===== config.mk =====
export PLATFORM = sky130hd
export DESIGN_NAME = ecj_ctrl
export DESIGN_NICKNAME = d
export VERILOG_FILES = /design/src/hdl/ecj_pkg.sv /design/src/hdl/ecj_ctrl.sv
export SDC_FILE = /design/constraint.sdc
export NUM_CORES = 1
export LEC_CHECK = 0
export BUFFER_PORTS_ARGS = -buffer_cell sky130_fd_sc_hd__buf_2
export CORE_AREA = 5 5 42 44
export DETAILED_ROUTE_END_ITERATION = 6
export DIE_AREA = 0 0 47 49
export REMOVE_ABC_BUFFERS = 1
export SYNTH_ARGS = -nofsm -noshare
export SYNTH_HDL_FRONTEND = slang
export SYNTH_SLANG_ARGS = --single-unit

===== constraint.sdc =====
create_clock -name aclk -period 4.1 [get_ports aclk]
set_input_delay 1.23 -clock aclk [delete_from_list [all_inputs] [get_ports aclk]]
set_output_delay 1.23 -clock aclk [all_outputs]
set_load 0.05 [all_outputs]

===== src/hdl/ecj_pkg.sv =====
// Shared types, constants and helper functions for the edit cost block.
package ecj_pkg;

    localparam int MAX_REF_LEN_DEF = 256;
    localparam int FRAC_BITS       = 4;
    localparam int COST_W          = 24;
    localparam int JP_W            = 12;
    localparam int SYM_W           = 8;
    localparam int APB_ADDR_W      = 2;
    localparam int APB_DATA_W      = 32;

    typedef logic [COST_W-1:0] cost_t;
    typedef logic [JP_W-1:0]   jp_t;

    localparam cost_t ONE_UNIT   = cost_t'(1 << FRAC_BITS);
    localparam jp_t   JP_RESET   = jp_t'(16);

    typedef enum logic [1:0] {
        ACT_CLEAR   = 2'd0,
        ACT_LOAD    = 2'd1,
        ACT_COMPARE = 2'd2,
        ACT_REPORT  = 2'd3
    } action_t;

    typedef struct packed {
        action_t          action;
        logic [SYM_W-1:0] symbol;
    } in_item_t;

    typedef struct packed {
        cost_t cost;
        logic  dropped;
    } out_item_t;

    typedef enum logic [2:0] {
        ST_IDLE,
        ST_ISSUE,
        ST_DRAIN,
        ST_FINISH,
        ST_REPORT
    } state_t;

    typedef struct packed {
        logic clear;
        logic load;
        logic cmp_start;
        logic issue;
        logic finish;
        logic rpt_issue;
        logic rpt_load;
    } cmd_t;

    typedef struct packed {
        logic issue_last;
        logic out_free;
    } status_t;

    function automatic cost_t sat_add(input cost_t a, input cost_t b);
        logic [COST_W:0] s;
        s = {1'b0, a} + {1'b0, b};
        return s[COST_W] ? {COST_W{1'b1}} : s[COST_W-1:0];
    endfunction

    function automatic cost_t min_cost(input cost_t a, input cost_t b);
        return (a < b) ? a : b;
    endfunction

endpackage


===== src/hdl/ecj_ctrl.sv =====
// Sequencer for clear, load, compare sweep and report.
module ecj_ctrl (
    input  logic              aclk,
    input  logic              aresetn,
    input  logic              s_valid,
    input  ecj_pkg::action_t  action,
    output logic              s_ready,
    input  ecj_pkg::status_t  status,
    output ecj_pkg::cmd_t     cmd
);
    import ecj_pkg::*;

    state_t state_reg, state_next;

    always_ff @(posedge aclk) begin
        if (!aresetn) begin
            state_reg <= ST_IDLE;
        end else begin
            state_reg <= state_next;
        end
    end

    always_comb begin
        state_next = state_reg;
        unique case (state_reg)
            ST_IDLE: begin
                if (s_valid) begin
                    if (action == ACT_COMPARE) begin
                        state_next = ST_ISSUE;
                    end else if (action == ACT_REPORT) begin
                        state_next = ST_REPORT;
                    end
                end
            end
            ST_ISSUE: begin
                if (status.issue_last) begin
                    state_next = ST_DRAIN;
                end
            end
            ST_DRAIN:  state_next = ST_FINISH;
            ST_FINISH: state_next = ST_IDLE;
            ST_REPORT: begin
                if (status.out_free) begin
                    state_next = ST_IDLE;
                end
            end
            default:   state_next = ST_IDLE;
        endcase
    end

    always_comb begin
        cmd     = '0;
        s_ready = 1'b0;
        unique case (state_reg)
            ST_IDLE: begin
                s_ready = 1'b1;
                if (s_valid) begin
                    unique case (action)
                        ACT_CLEAR:   cmd.clear     = 1'b1;
                        ACT_LOAD:    cmd.load      = 1'b1;
                        ACT_COMPARE: cmd.cmp_start = 1'b1;
                        ACT_REPORT:  cmd.rpt_issue = 1'b1;
                        default:     cmd           = '0;
                    endcase
                end
            end
            ST_ISSUE:  cmd.issue    = 1'b1;
            ST_DRAIN:  cmd          = '0;
            ST_FINISH: cmd.finish   = 1'b1;
            ST_REPORT: cmd.rpt_load = status.out_free;
            default:   cmd          = '0;
        endcase
    end

endmodule


==> qor.yml <==
yosys:
  synth.avg_cell_area_um2: 8.008
  synth-simple-area-share_pct: 54.17
  synthMuxAreaShare_pct: 4.167
  synth_area_um2: 240.2
  synth.top_cell.area_share_pct: 25.00
  synthAdderAreaFrac_pct: 0
  ys.warnings.count: 0
  synth_area_leaders: "dfxtp_1 (25%), nor3b_1 (9.4%), nor3_1 (6.3%)"
  ys_types: 19
  syn_inst: 30
  synth_seq_cells: 3
  synth_top_area_cell: "dfxtp_1"
  synth_compound_area_share_pct: 8.333
  synth-seq-area-share_pct: 25.00
  synth_top_family_by_area: "simple AND/OR/NAND/NOR gates"
  yosys.area_share.xor_xnor_pct: 0
floorplan:
  dieArea_mm2: 0.002303
  placementRows: 14
  boundaryPins: 15
  die_h_um: 49
  start_util_pct: 17.14
  die_x_um: 47
  core_area_mm2: 0.001401
routing:
  ant_nets: 0
  wl_per_cell_um: 9.194
  routed_wl_um: 570
  vias_per_cell: 4.113
  drc: 0
  drt-initial-drc-count: 0
  vias: 255
  drt_pass1_iterations: 1
worst_setup_path:
  cp_max_fo: 4
  cpMostUsedCell: "buf_2"
  crit_chain: "buf_2 -> nor4b_1 -> buf_2"
  path_class: "in -> out"
  worstPathArrival_ns: 1.93
  slowest_delay_ns: 0.31
  cp.buffers_inverters: 2
  setup.worst_path.end_class: "output port"
  slowest_stage: "buf_2"
  start_kind: "input pin"
  critPathTopFamily: "buffers and inverters"
  required_ns: 2.87
  timing.rr.start: "state_reg[0]"
  setup.worst_path.start: "action[1]"
grt:
  antenna_found_initial: 0
  grt_pass1_wl_um: 1007
  globalRouteOverflowTotal: 0
  grt_max_degree: 10
  grtUsageTotal_pct: 6.122
  grt_pass1_vias: 268
final_layout:
  antenna_cells: 0
  syn_to_final_growth_pct: 41.67
  multi_input_area_um2: 160.2
  largest_register_ffs: 3
  num-nets-final: 54
  area.sequential_um2: 60.06
  n_fill_cell: 171
  utilization_pct: 24.29
  final_common_cell: "buf_2"
  drive_gt1_share_pct: 47.83
place:
  dp_hpwl_um: 474.3
  gp_congestion: 0.6296
  port_buffers: 14
  place_ws_ns: 0.9329
timing:
  tightest_slew_ns: 0.2607
  min_period_ns: 3.165
  fmax_mhz: 316.0
  final.setup.worst_slack_ns: 0.9354
  finalClockSkew_ns: 0.002008
  grt_setup_unrepaired: "no"
  slew_viol_final: 0
  final-hold-violation-count: 0
  post-route-period-util_pct: 77.19
  finalSetupViolCount: 0
  relSlewSlack_pct: 82.60
power:
  power.density_mw_per_mm2: 413.5
  power.leakage_nw: 0.1618
  ir_drop_mv: 0.1158
cts:
  cts_setup_buffers: 0
  cts_buffers: 3
  cts_hold_buf: 0
  cts_root_buf: "clkbuf_4"
  cts_resized: 0
  cts_tree: "built"
  cts_sinks: 3
  cts_max_path_buffers: 2
  clkTransAtPathRegs_ns: 0.04
  cts_max_level: 1
  clk_latency_ns: 0.23
outcome:
  status: "finished, final reports clean"
min_path:
  hp-start: "state_reg[2]"
  hold_class: "reg -> reg"
run:
  drv_cap: 0
==> cells in the mapped netlist, drive strengths merged <==
cell type and instances:
and3b 1, and4b 1, buf 1, clkbuf 1
dfxtp 3, inv 1, mux2i 1, nand2 4
nand3 1, nor2 3, nor2b 1, nor3 3
nor3b 4, nor4b 1, o211a 1, o21ai 2
or3 1
==> per-layer routing <==
layer  global-route usage (%)  wire, um  vias to the layer above
li1                         -         -                      140
met1                    6.140       234                      110
met2                    9.050       301                        5
met3                    2.583        34                        0
met4                    5.530         0                        0
met5                        0         0                        -
==> path summary, 6_finish.rpt <==
kind                  endpoint  cells after the start  slack (ns)
setup / recovery        cmd[6]                      3        0.94
hold / removal    state_reg[1]                      1        0.58
setup reg to reg  state_reg[0]                      3        3.17
hold reg to reg   state_reg[1]                      1        0.58
==> layout make-up <==
cell class                 count  area share [%]
tap                           16           5.882
sequential                     3           17.65
inverter                       1           1.103
multi-input combinational     24           47.06
timing repair buffer          14           20.59
clock buffer                   4           7.721
==> stage by stage <==
step	total power, mW	instances	hold WS [ns]	area, um2	TNS, ns
final	0.1407	62	0.5765	340.3	0
after global routing	0.1549	62	0.6364	340.3	0
after detailed placement	0.09096	58	0.5709	314.1	0
after floorplan	0.07774	28	0.5095	224.0	-0.01690
after global placement	0.09097	58	0.5736	314.1	0
after CTS	0.1446	62	0.5855	340.3	0
==> power breakdown <==
part,switching [mW],internal [mW],leakage (nW)
clock network,0.0143,0.0364,0.0150
logic,0.0352,0.0177,0.122
registers,0.00516,0.0321,0.0245
total,0.0546,0.0861,0.162
==> kinds of logic (layout without fill, tap and decap cells) <==
logic type      Yosys count  count (layout)
simple gates             20              20
mux                       1               1
flops                     3               3
buf+inv                   3              19
compound gates            3               3
==> worst reg2reg max path: stages, from the launching register on <==
cell	delay, ns
dfxtp_1	0.37
nor2_1	0.16
o21ai_0	0.10
and4b_1	0.19
Note: power is estimated with default switching activity, not from simulation.
